## config.mk

```make
export PLATFORM = sky130hd
export DESIGN_NAME = positional_list_store_flat
export DESIGN_NICKNAME = d
export VERILOG_FILES = /design/src/rtl/core/pls_pkg.sv /design/src/rtl/core/pls_if.sv /design/src/rtl/core/pls_front.sv /design/src/rtl/core/pls_queue.sv /design/src/rtl/core/pls_back.sv /design/src/rtl/core/positional_list_store.sv /design/src/flat_wrapper.sv
export VERILOG_INCLUDE_DIRS = /design/src /design/src/rtl/core
export SDC_FILE = /design/constraint.sdc
export NUM_CORES = 2
export LEC_CHECK = 0
export BUFFER_PORTS_ARGS = -buffer_cell sky130_fd_sc_hd__buf_2
export CORE_UTILIZATION = 41
export CTS_BUF_LIST = sky130_fd_sc_hd__clkbuf_16
export CTS_CLUSTER_SIZE = 24
export DETAILED_ROUTE_END_ITERATION = 8
export SKIP_CTS_REPAIR_TIMING = 1
export SLEW_MARGIN = 20
export SYNTH_ARGS = -nofsm -noshare
export SYNTH_HDL_FRONTEND = slang
export SYNTH_SLANG_ARGS = --single-unit
```

## constraint.sdc

```tcl
create_clock -name clk -period 8.73 [get_ports clk]
set_input_delay 0.873 -clock clk [delete_from_list [all_inputs] [get_ports clk]]
set_output_delay 0.873 -clock clk [all_outputs]
set_load 0.01 [all_outputs]
```

## src/rtl/core/positional_list_store_assert.svh

```systemverilog
// Assertion macros used by the top file of the list store.
`ifndef POSITIONAL_LIST_STORE_ASSERT_SVH
`define POSITIONAL_LIST_STORE_ASSERT_SVH

// Condition that must hold at every clock edge out of reset.
`define PLS_ASSERT_ALWAYS(label, cond, msg) \
  label: assert property (@(posedge clk) disable iff (rst) (cond)) else $error(msg);

// Consequence that must hold in the same cycle as the antecedent.
`define PLS_ASSERT_IMP(label, ante, cons, msg) \
  label: assert property (@(posedge clk) disable iff (rst) (ante) |-> (cons)) else $error(msg);

// Consequence that must hold in the cycle after the antecedent.
`define PLS_ASSERT_NEXT(label, ante, cons, msg) \
  label: assert property (@(posedge clk) disable iff (rst) (ante) |=> (cons)) else $error(msg);

`endif

```

## src/rtl/core/pls_pkg.sv

```systemverilog
package pls_pkg;

  localparam int DEPTH_DEFAULT = 32;
  localparam int WORD_W = 32;
  localparam int POS_W = 8;
  localparam int ACT_W = 3;
  localparam int CAP_W = 8;
  localparam int CFG_W = 7;
  localparam logic [CAP_W-1:0] CAP_RESET = 8'd5;
  localparam logic [CAP_W-1:0] CAP_MAX = 8'd255;
  localparam logic [CAP_W-1:0] CAP_MIN = 8'd1;

  typedef enum logic [ACT_W-1:0] {
    OP_INSERT = 3'd0,
    OP_APPEND = 3'd1,
    OP_READ   = 3'd2,
    OP_DELETE = 3'd3,
    OP_COUNT  = 3'd4,
    OP_CAP    = 3'd5,
    OP_LIST   = 3'd6,
    OP_NOP    = 3'd7
  } op_t;

  typedef enum logic [1:0] {
    ST_OK      = 2'd0,
    ST_INVALID = 2'd1,
    ST_FULL    = 2'd2
  } status_t;

  typedef enum logic {
    BK_RUN  = 1'b0,
    BK_LIST = 1'b1
  } back_state_t;

  typedef struct packed {
    op_t                     op;
    logic                    nonneg;
    logic [POS_W-2:0]        pos;
    logic signed [WORD_W-1:0] word;
  } cmd_t;

endpackage

```

## src/rtl/core/pls_if.sv

```systemverilog
interface pls_in_if;
  logic                                valid;
  logic                                ready;
  logic [pls_pkg::ACT_W-1:0]           action;
  logic signed [pls_pkg::POS_W-1:0]    position;
  logic signed [pls_pkg::WORD_W-1:0]   word_in;

  modport source (output valid, action, position, word_in, input ready);
  modport sink (input valid, action, position, word_in, output ready);
endinterface

interface pls_out_if;
  logic                                valid;
  logic                                ready;
  logic signed [pls_pkg::WORD_W-1:0]   word_out;
  logic [1:0]                          status;
  logic                                last_of_run;

  modport source (output valid, word_out, status, last_of_run, input ready);
  modport sink (input valid, word_out, status, last_of_run, output ready);
endinterface

```

## src/rtl/core/pls_front.sv

```systemverilog
module pls_front (
  pls_in_if.sink         cmd,
  input  logic           q_full,
  output logic           push,
  output pls_pkg::cmd_t  push_data
);

  assign cmd.ready = !q_full;
  assign push = cmd.valid && !q_full;

  assign push_data.op = pls_pkg::op_t'(cmd.action);
  assign push_data.nonneg = !cmd.position[pls_pkg::POS_W-1];
  assign push_data.pos = cmd.position[pls_pkg::POS_W-2:0];
  assign push_data.word = cmd.word_in;

endmodule

```

## src/rtl/core/pls_queue.sv

```systemverilog
module pls_queue (
  input  logic           clk,
  input  logic           rst,
  input  logic           push,
  input  pls_pkg::cmd_t  push_data,
  output logic           full,
  input  logic           pop,
  output logic           valid,
  output pls_pkg::cmd_t  pop_data
);

  localparam int QD = 2;
  localparam int QAW = $clog2(QD);

  pls_pkg::cmd_t slots [QD];
  logic [QAW-1:0] wr_ptr;
  logic [QAW-1:0] rd_ptr;
  logic [QAW:0]   fill;

  assign full = (fill == (QAW+1)'(QD));
  assign valid = (fill != '0);
  assign pop_data = slots[rd_ptr];

  always_ff @(posedge clk) begin
    if (rst) begin
      wr_ptr <= '0;
      rd_ptr <= '0;
      fill <= '0;
    end else begin
      if (push) begin
        wr_ptr <= wr_ptr + QAW'(1);
      end
      if (pop) begin
        rd_ptr <= rd_ptr + QAW'(1);
      end
      if (push && !pop) begin
        fill <= fill + (QAW+1)'(1);
      end else if (pop && !push) begin
        fill <= fill - (QAW+1)'(1);
      end
    end
  end

  always_ff @(posedge clk) begin
    if (push) begin
      slots[wr_ptr] <= push_data;
    end
  end

endmodule

```

## src/rtl/core/pls_back.sv

```systemverilog
module pls_back #(
  parameter int DEPTH = pls_pkg::DEPTH_DEFAULT
) (
  input  logic                              clk,
  input  logic                              rst,
  input  logic                              q_valid,
  output logic                              q_pop,
  input  pls_pkg::cmd_t                     cmd,
  input  logic                              cfg_we,
  input  logic [pls_pkg::CFG_W-1:0]         cfg_data,
  pls_out_if.source                         res,
  output logic [$clog2(DEPTH+1)-1:0]        entry_count,
  output logic [pls_pkg::CAP_W-1:0]         logical_capacity
);

  localparam int CW = $clog2(DEPTH+1);
  localparam int IW = $clog2(DEPTH);
  localparam int PW = pls_pkg::POS_W - 1;
  localparam int WW = pls_pkg::WORD_W;
  localparam int KW = pls_pkg::CAP_W;

  logic [WW-1:0] entries [DEPTH];

  pls_pkg::back_state_t state, state_next;
  logic [IW-1:0] idx, idx_next;
  logic [CW-1:0] count_next;
  logic [KW-1:0] cap_next;

  logic              ov;
  logic [WW-1:0]     o_word;
  pls_pkg::status_t  o_status;
  logic              o_last;

  logic              load;
  logic [WW-1:0]     ld_word;
  pls_pkg::status_t  ld_status;
  logic              ld_last;

  logic do_ins, do_app, do_del;
  logic out_free;
  logic [IW-1:0] rd_addr;
  logic [WW-1:0] rd_word;
  logic [PW-1:0] count_p;
  logic [CW-1:0] count_dec;
  logic [KW-1:0] cap_half;
  logic [KW-1:0] cap_grown;
  logic          is_full;

  assign out_free = !ov || res.ready;
  assign rd_addr = (state == pls_pkg::BK_LIST) ? idx : cmd.pos[IW-1:0];
  assign rd_word = entries[rd_addr];
  assign count_p = PW'(entry_count);
  assign count_dec = entry_count - CW'(1);
  assign cap_half = logical_capacity >> 1;
  assign is_full = (entry_count == CW'(DEPTH));
  assign cap_grown = (KW'(entry_count) >= logical_capacity) ?
                     (logical_capacity[KW-1] ? pls_pkg::CAP_MAX :
                      {logical_capacity[KW-2:0], 1'b0}) : logical_capacity;

  always_comb begin
    state_next = state;
    idx_next = idx;
    count_next = entry_count;
    cap_next = logical_capacity;
    q_pop = 1'b0;
    load = 1'b0;
    ld_word = '0;
    ld_status = pls_pkg::ST_OK;
    ld_last = 1'b1;
    do_ins = 1'b0;
    do_app = 1'b0;
    do_del = 1'b0;
    case (state)
      pls_pkg::BK_RUN: begin
        if (q_valid && out_free) begin
          q_pop = 1'b1;
          load = 1'b1;
          case (cmd.op)
            pls_pkg::OP_INSERT: begin
              if (!cmd.nonneg || cmd.pos > count_p) begin
                ld_status = pls_pkg::ST_INVALID;
              end else if (is_full) begin
                ld_status = pls_pkg::ST_FULL;
              end else begin
                do_ins = 1'b1;
                cap_next = cap_grown;
                count_next = entry_count + CW'(1);
              end
            end
            pls_pkg::OP_APPEND: begin
              if (is_full) begin
                ld_status = pls_pkg::ST_FULL;
              end else begin
                do_app = 1'b1;
                cap_next = cap_grown;
                count_next = entry_count + CW'(1);
              end
            end
            pls_pkg::OP_READ: begin
              if (!cmd.nonneg || cmd.pos >= count_p) begin
                ld_status = pls_pkg::ST_INVALID;
              end else begin
                ld_word = rd_word;
              end
            end
            pls_pkg::OP_DELETE: begin
              if (!cmd.nonneg || cmd.pos >= count_p) begin
                ld_status = pls_pkg::ST_INVALID;
              end else begin
                do_del = 1'b1;
                count_next = count_dec;
                if (KW'(count_dec) == cap_half) begin
                  cap_next = (cap_half == '0) ? pls_pkg::CAP_MIN : cap_half;
                end
              end
            end
            pls_pkg::OP_COUNT: ld_word = WW'(entry_count);
            pls_pkg::OP_CAP: ld_word = WW'(logical_capacity);
            pls_pkg::OP_LIST: begin
              load = 1'b0;
              if (entry_count != '0) begin
                state_next = pls_pkg::BK_LIST;
                idx_next = '0;
              end
            end
            default: ld_word = '0;
          endcase
        end
      end
      pls_pkg::BK_LIST: begin
        if (out_free) begin
          load = 1'b1;
          ld_word = rd_word;
          ld_last = (CW'(idx) == count_dec);
          idx_next = idx + IW'(1);
          if (ld_last) begin
            state_next = pls_pkg::BK_RUN;
          end
        end
      end
      default: state_next = pls_pkg::BK_RUN;
    endcase
    if (cfg_we) begin
      cap_next = (cfg_data == '0) ? pls_pkg::CAP_MIN : KW'(cfg_data);
    end
  end

  always_ff @(posedge clk) begin
    if (rst) begin
      state <= pls_pkg::BK_RUN;
      idx <= '0;
      entry_count <= '0;
      logical_capacity <= pls_pkg::CAP_RESET;
      ov <= 1'b0;
    end else begin
      state <= state_next;
      idx <= idx_next;
      entry_count <= count_next;
      logical_capacity <= cap_next;
      if (load) begin
        ov <= 1'b1;
      end else if (res.ready) begin
        ov <= 1'b0;
      end
    end
  end

  always_ff @(posedge clk) begin
    if (load) begin
      o_word <= ld_word;
      o_status <= ld_status;
      o_last <= ld_last;
    end
  end

  for (genvar i = 0; i < DEPTH; i++) begin : g_slot
    logic [WW-1:0] from_below;
    logic [WW-1:0] from_above;
    logic          shift_down;
    if (i == 0) begin : g_first
      assign from_below = cmd.word;
    end else begin : g_mid
      assign from_below = entries[i-1];
    end
    if (i == DEPTH-1) begin : g_last
      assign from_above = entries[i];
      assign shift_down = 1'b0;
    end else begin : g_inner
      assign from_above = entries[i+1];
      assign shift_down = (PW'(i) >= cmd.pos);
    end
    always_ff @(posedge clk) begin
      if (do_ins) begin
        if (PW'(i) == cmd.pos) begin
          entries[i] <= cmd.word;
        end else if (PW'(i) > cmd.pos) begin
          entries[i] <= from_below;
        end
      end else if (do_app) begin
        if (PW'(i) == count_p) begin
          entries[i] <= cmd.word;
        end
      end else if (do_del) begin
        if (shift_down) begin
          entries[i] <= from_above;
        end
      end
    end
  end

  assign res.valid = ov;
  assign res.word_out = o_word;
  assign res.status = o_status;
  assign res.last_of_run = o_last;

endmodule

```

## src/rtl/core/positional_list_store.sv

```systemverilog
// Ordered list of signed 32-bit words held in DEPTH register slots.
// The cmd channel takes one transaction per action (insert, append, read,
// delete, count, capacity, list all); the res channel returns the results,
// each carrying word_out, status and last_of_run.
// A cmd transaction is decoded into a two-entry command queue; the execution
// stage pops it from the queue and fills the output register, which drives
// the res channel.
// Every action except list all gives one result without holding the execution
// stage, so such transactions flow at one per cycle while res does not stall.
// List all is decoded first and then gives count results, one per cycle while
// res does not stall, holding the execution stage meanwhile (none if empty).
// Insert and delete shift the slots at and above the given position together.
// When res stalls, the output register holds its result, the queue fills,
// and cmd.ready drops once both queue entries are taken.
// The initial_capacity write loads the logical capacity at once (0 loads as
// 1); write it only while no transaction is outstanding.
// Synchronous reset empties the list and the queue and sets the capacity to
// 5. The slots are not cleared; only written slots are ever read.
module positional_list_store #(
  parameter int DEPTH = pls_pkg::DEPTH_DEFAULT
) (
  input  logic                       clk,
  input  logic                       rst,
  pls_in_if.sink                     cmd,
  pls_out_if.source                  res,
  input  logic                       initial_capacity_we,
  input  logic [pls_pkg::CFG_W-1:0]  initial_capacity_wdata
);

  `include "positional_list_store_assert.svh"

  localparam int CW = $clog2(DEPTH+1);

  logic                      q_full;
  logic                      q_push;
  logic                      q_valid;
  logic                      q_pop;
  pls_pkg::cmd_t             q_in;
  pls_pkg::cmd_t             q_out;
  logic [CW-1:0]             entry_count;
  logic [pls_pkg::CAP_W-1:0] logical_capacity;

  pls_front u_front (
    .cmd       (cmd),
    .q_full    (q_full),
    .push      (q_push),
    .push_data (q_in)
  );

  pls_queue u_queue (
    .clk       (clk),
    .rst       (rst),
    .push      (q_push),
    .push_data (q_in),
    .full      (q_full),
    .pop       (q_pop),
    .valid     (q_valid),
    .pop_data  (q_out)
  );

  pls_back #(
    .DEPTH (DEPTH)
  ) u_back (
    .clk              (clk),
    .rst              (rst),
    .q_valid          (q_valid),
    .q_pop            (q_pop),
    .cmd              (q_out),
    .cfg_we           (initial_capacity_we),
    .cfg_data         (initial_capacity_wdata),
    .res              (res),
    .entry_count      (entry_count),
    .logical_capacity (logical_capacity)
  );

  `PLS_ASSERT_ALWAYS(a_cap_nonzero, logical_capacity != '0, "logical capacity reached zero")
  `PLS_ASSERT_ALWAYS(a_count_bound, entry_count <= CW'(DEPTH), "entry count exceeds depth")
  `PLS_ASSERT_IMP(a_run_ok, res.valid && !res.last_of_run, res.status == pls_pkg::ST_OK, "listing result with error status")
  `PLS_ASSERT_NEXT(a_cfg_load, initial_capacity_we, logical_capacity == ((|$past(initial_capacity_wdata)) ? {1'b0, $past(initial_capacity_wdata)} : pls_pkg::CAP_MIN), "capacity not loaded from register write")

endmodule
```

## src/flat_wrapper.sv

```systemverilog
// flat-port wrapper written by rule: the top's interface ports become plain ports
module positional_list_store_flat 
#(
  parameter int DEPTH = pls_pkg::DEPTH_DEFAULT
)
  (clk, rst, initial_capacity_we, initial_capacity_wdata, cmd_valid, cmd_action, cmd_position, cmd_word_in, cmd_ready, res_valid, res_word_out, res_status, res_last_of_run, res_ready);
  pls_in_if cmd_i ();
  pls_out_if res_i ();
  input  logic clk;
  input  logic rst;
  input  logic initial_capacity_we;
  input  logic [pls_pkg::CFG_W-1:0] initial_capacity_wdata;
  input wire logic [$bits(cmd_i.valid)-1:0] cmd_valid;
  input wire logic [$bits(cmd_i.action)-1:0] cmd_action;
  input wire logic [$bits(cmd_i.position)-1:0] cmd_position;
  input wire logic [$bits(cmd_i.word_in)-1:0] cmd_word_in;
  output wire logic [$bits(cmd_i.ready)-1:0] cmd_ready;
  output wire logic [$bits(res_i.valid)-1:0] res_valid;
  output wire logic [$bits(res_i.word_out)-1:0] res_word_out;
  output wire logic [$bits(res_i.status)-1:0] res_status;
  output wire logic [$bits(res_i.last_of_run)-1:0] res_last_of_run;
  input wire logic [$bits(res_i.ready)-1:0] res_ready;
  assign cmd_i.valid = cmd_valid;
  assign cmd_i.action = cmd_action;
  assign cmd_i.position = cmd_position;
  assign cmd_i.word_in = cmd_word_in;
  assign cmd_ready = cmd_i.ready;
  assign res_valid = res_i.valid;
  assign res_word_out = res_i.word_out;
  assign res_status = res_i.status;
  assign res_last_of_run = res_i.last_of_run;
  assign res_i.ready = res_ready;
  positional_list_store #(.DEPTH(DEPTH)) u_core (.clk(clk), .rst(rst), .cmd(cmd_i), .res(res_i), .initial_capacity_we(initial_capacity_we), .initial_capacity_wdata(initial_capacity_wdata));
endmodule
```

==> impl_metrics.ini <==
[clock_tree]
cts_buffer_depth = 3
root_buffer = clkbuf_16
htree_num_levels = 4
clk_latency_ns = 0.81
cts_sinks = 1171
clk_pin_slew_ns = 0.06
cts_buffers = 135
cts_tree = done

[detailed_routing]
avgViaCountPerCell = 6.22
drt_first_pass_iters = 5
vias = 48400
finalWirelength_mm = 222
drc = 0
drtIter0Drc = 5107
routed_wire_length_per_instance_um = 28.6
ant_nets = 0

[power]
powerDensity_mw_per_mm2 = 249
max-vdd-ir-drop_v = 0.000190
p_leak_nw = 23.4

[place]
dpl.cell_count = 7542
dpl_cell_area_mm2 = 0.0695
place_congestion = 0.908
dpl.hpwl_mm = 146
io_buffers = 91

[synth]
synthesis.nets = 5748
yosysWarnings = 0
synth-seq-cells = 1171
synthTopCellsByCount = edfxtp_1 (1145), mux2i_1 (977), nand2_1 (593), nor2_1 (585), a21oi_1 (541)
ys_seq_area_frac = 0.521
synth_largest_area_cell = edfxtp_1
synthCells = 5674
yosysUniqueCellTypes = 83
synth_top_area_share = 0.513
netlist_area_mm2 = 0.0670
ys_top_cells_by_area = edfxtp_1 (51%), mux2i_1 (15%), mux4_2 (8.2%), a21oi_1 (4.0%), nand2_1 (3.3%)
synth_edf_count = 1145
yosysMostFrequentCell = edfxtp_1
async_reset_ff_frac = 0
synth_flop_cell = edfxtp_1
synth_area_per_cell_um2 = 11.8

[finish]
finalNetCount = 5597
stdcell_count = 7783
antenna_cells = 0
fin_area_mm2 = 0.0738
drive_gt1_frac = 0.158
fillers = 15000
multiInputGateArea_mm2 = 0.0303
seq_area_mm2 = 0.0349
syn_to_final_growth_pct = 10.2

[worst_setup_path]
path_class = register to register
worstSetupStartpointType = register
required_ns = 9.19
worstRegToRegCells = 12
critPathMaxFanout = 42
worstSetupEndpointType = register
crit_arrival_ns = 6.02

[global_routing]
grt_pass1_vias = 47400
antenna_found_initial = 1
grt_pass1_wl_mm = 326
overflow = 0
grt_max_degree = 116
grt_usage = 0.268

[timing]
min_period_ns = 5.56
fin_worst_skew_ns = 0.0291
rsz0062_at_grt = no
hold_viol_final = 0
fin_crit_sh = 0.636
tns_ns = 0
fmax_mhz = 180
setup_violations = 0
worst_slew_pin_slew_ns = 1.16
slew_violations = 0
slew_headroom = 0.227

[floorplanning]
dieArea_mm2 = 0.165
die_x_um = 406
start_util = 0.415
core-area_mm2 = 0.161
rows = 147
num_io_pins = 92
dieHeight_um = 406

[run]
cap_violations = 0

[hold_path]
hold_path_class = primary input to register
whs_path_depth = 1

[run_status]
outcome = finished clean
report_power, final:
| part | internal (W) | switching, W | total (W) |
|---|---|---|---|
| clock | 0.00321 | 0.00244 | 0.00565 |
| sequential | 0.00684 | 0.000105 | 0.00695 |
| combinational | 0.00219 | 0.00363 | 0.00581 |
| total | 0.0122 | 0.00617 | 0.0184 |
metrics by stage:
step / utilization / power, W / worst slack, ns / hold slack, ns
6_report: 0.457 / 0.0184 / 3.18 / 0.260
4_1_cts: 0.457 / 0.0185 / 3.13 / 0.215
3_5_place_dp: 0.430 / 0.0129 / 3.15 / 0.496
5_1_grt: 0.457 / 0.0191 / 2.99 / 0.244
3_3_place_gp: 0.430 / 0.0128 / 3.25 / 0.482
2_1_floorplan: - / 0.0109 / 3.09 / 0.472
worst max-delay path: stages (launching register included):
cell and delay (ns):
dfxtp_4 0.55, buf_4 0.56, mux2_2 0.41, ha_1 0.30, and3_1 0.17, and2_1 0.25
a22oi_4 0.45, or2_2 0.70, and2_2 0.84, buf_4 0.33, nor2_1 0.14, o2bb2ai_4 0.16
buf_4 0.30
flip-flops by register name, indices dropped and copies added (netlist names), named ones only:
register	count
u_core.u_queue.wr_ptr	1
u_core.u_back.idx	5
u_core.u_back.res.last_of_run	1
u_core.u_queue.slots	86
u_core.u_back.res.valid	1
u_core.u_back.state	1
u_core.u_back.res.word_out	32
u_core.u_back.logical_capacity	8
u_core.u_back.entries	1024
u_core.u_queue.rd_ptr	1
u_core.u_back.entry_count	6
u_core.u_queue.fill	2
u_core.u_back.res.status	2
final timing paths:
check                                            from                           end  slack (ns)
worst max register to register               register  u_core.u_back.entries[2][10]        3.18
worst min register to register  u_core.u_queue.rd_ptr         u_core.u_queue.rd_ptr        0.50
worst max-delay path                         register  u_core.u_back.entries[2][10]        3.18
worst min-delay path                  cmd_word_in[26]   u_core.u_queue.slots[0][26]        0.26
layout make-up:
| cell class | count | area share |
|---|---|---|
| clock buffers | 139 | 0.0471 |
| multi-input cells | 3968 | 0.410 |
| repair buffers | 227 | 0.0219 |
| well taps | 2160 | 0.0366 |
| clock inverters | 98 | 0.0106 |
| flip-flops and latches | 1171 | 0.473 |
| inverters | 20 | 0.00102 |
routing by layer:
layer  share of wire  vias up  wire length, µm  GRT usage
met3           0.070      374            15600     0.0385
li1                -    21100                -          -
met1            0.42    24800            93000      0.365
met2            0.47     2104           105000      0.429
met4           0.040        0             8840      0.108
met5               0        -                0          0
cell families (layout without fill, tap and decap cells):
kind of cell	Yosys count	in the layout	share of synthesized area
simple gates	1336	1336	0.0823
mux	1327	1327	0.248
compound gates	1259	1259	0.105
flops	1171	1171	0.521
buf+inv	535	484	0.0373
xor+xnor	27	27	0.00373
fa+ha+maj	19	19	0.00355
placed cells by master (no fill, tap or decap), types with 8 or more instances in the layout:
| cell | Yosys | final |
|---|---|---|
| a211oi_1 | 8 | 8 |
| a21oi_1 | 541 | 541 |
| a22o_1 | 24 | 24 |
| a22oi_1 | 110 | 110 |
| a31oi_1 | 8 | 8 |
| a32oi_1 | 9 | 9 |
| buf_2 | 103 | 91 |
| buf_4 | 50 | 128 |
| bufinv_16 | 0 | 11 |
| clkbuf_16 | 0 | 139 |
| clkinv_1 | 0 | 26 |
| clkinv_2 | 0 | 20 |
| dfxtp_1 | 26 | 25 |
| edfxtp_1 | 1145 | 1145 |
| ha_1 | 19 | 19 |
| inv_1 | 19 | 45 |
| mux2_2 | 72 | 72 |
| mux2_4 | 31 | 31 |
| mux2i_1 | 977 | 976 |
| mux4_2 | 243 | 243 |
| nand2_1 | 593 | 589 |
| nand2b_1 | 14 | 11 |
| nand3_1 | 41 | 37 |
| nand4_1 | 10 | 10 |
| nor2_1 | 585 | 567 |
| nor2_4 | 11 | 33 |
| nor3_1 | 10 | 10 |
| o21ai_0 | 403 | 399 |
| o21ai_1 | 76 | 75 |
| o22ai_4 | 0 | 23 |
| or2_2 | 13 | 15 |
| xnor2_1 | 17 | 17 |
| xor2_1 | 9 | 9 |
No activity file was read; power rests on OpenSTA's default activity.
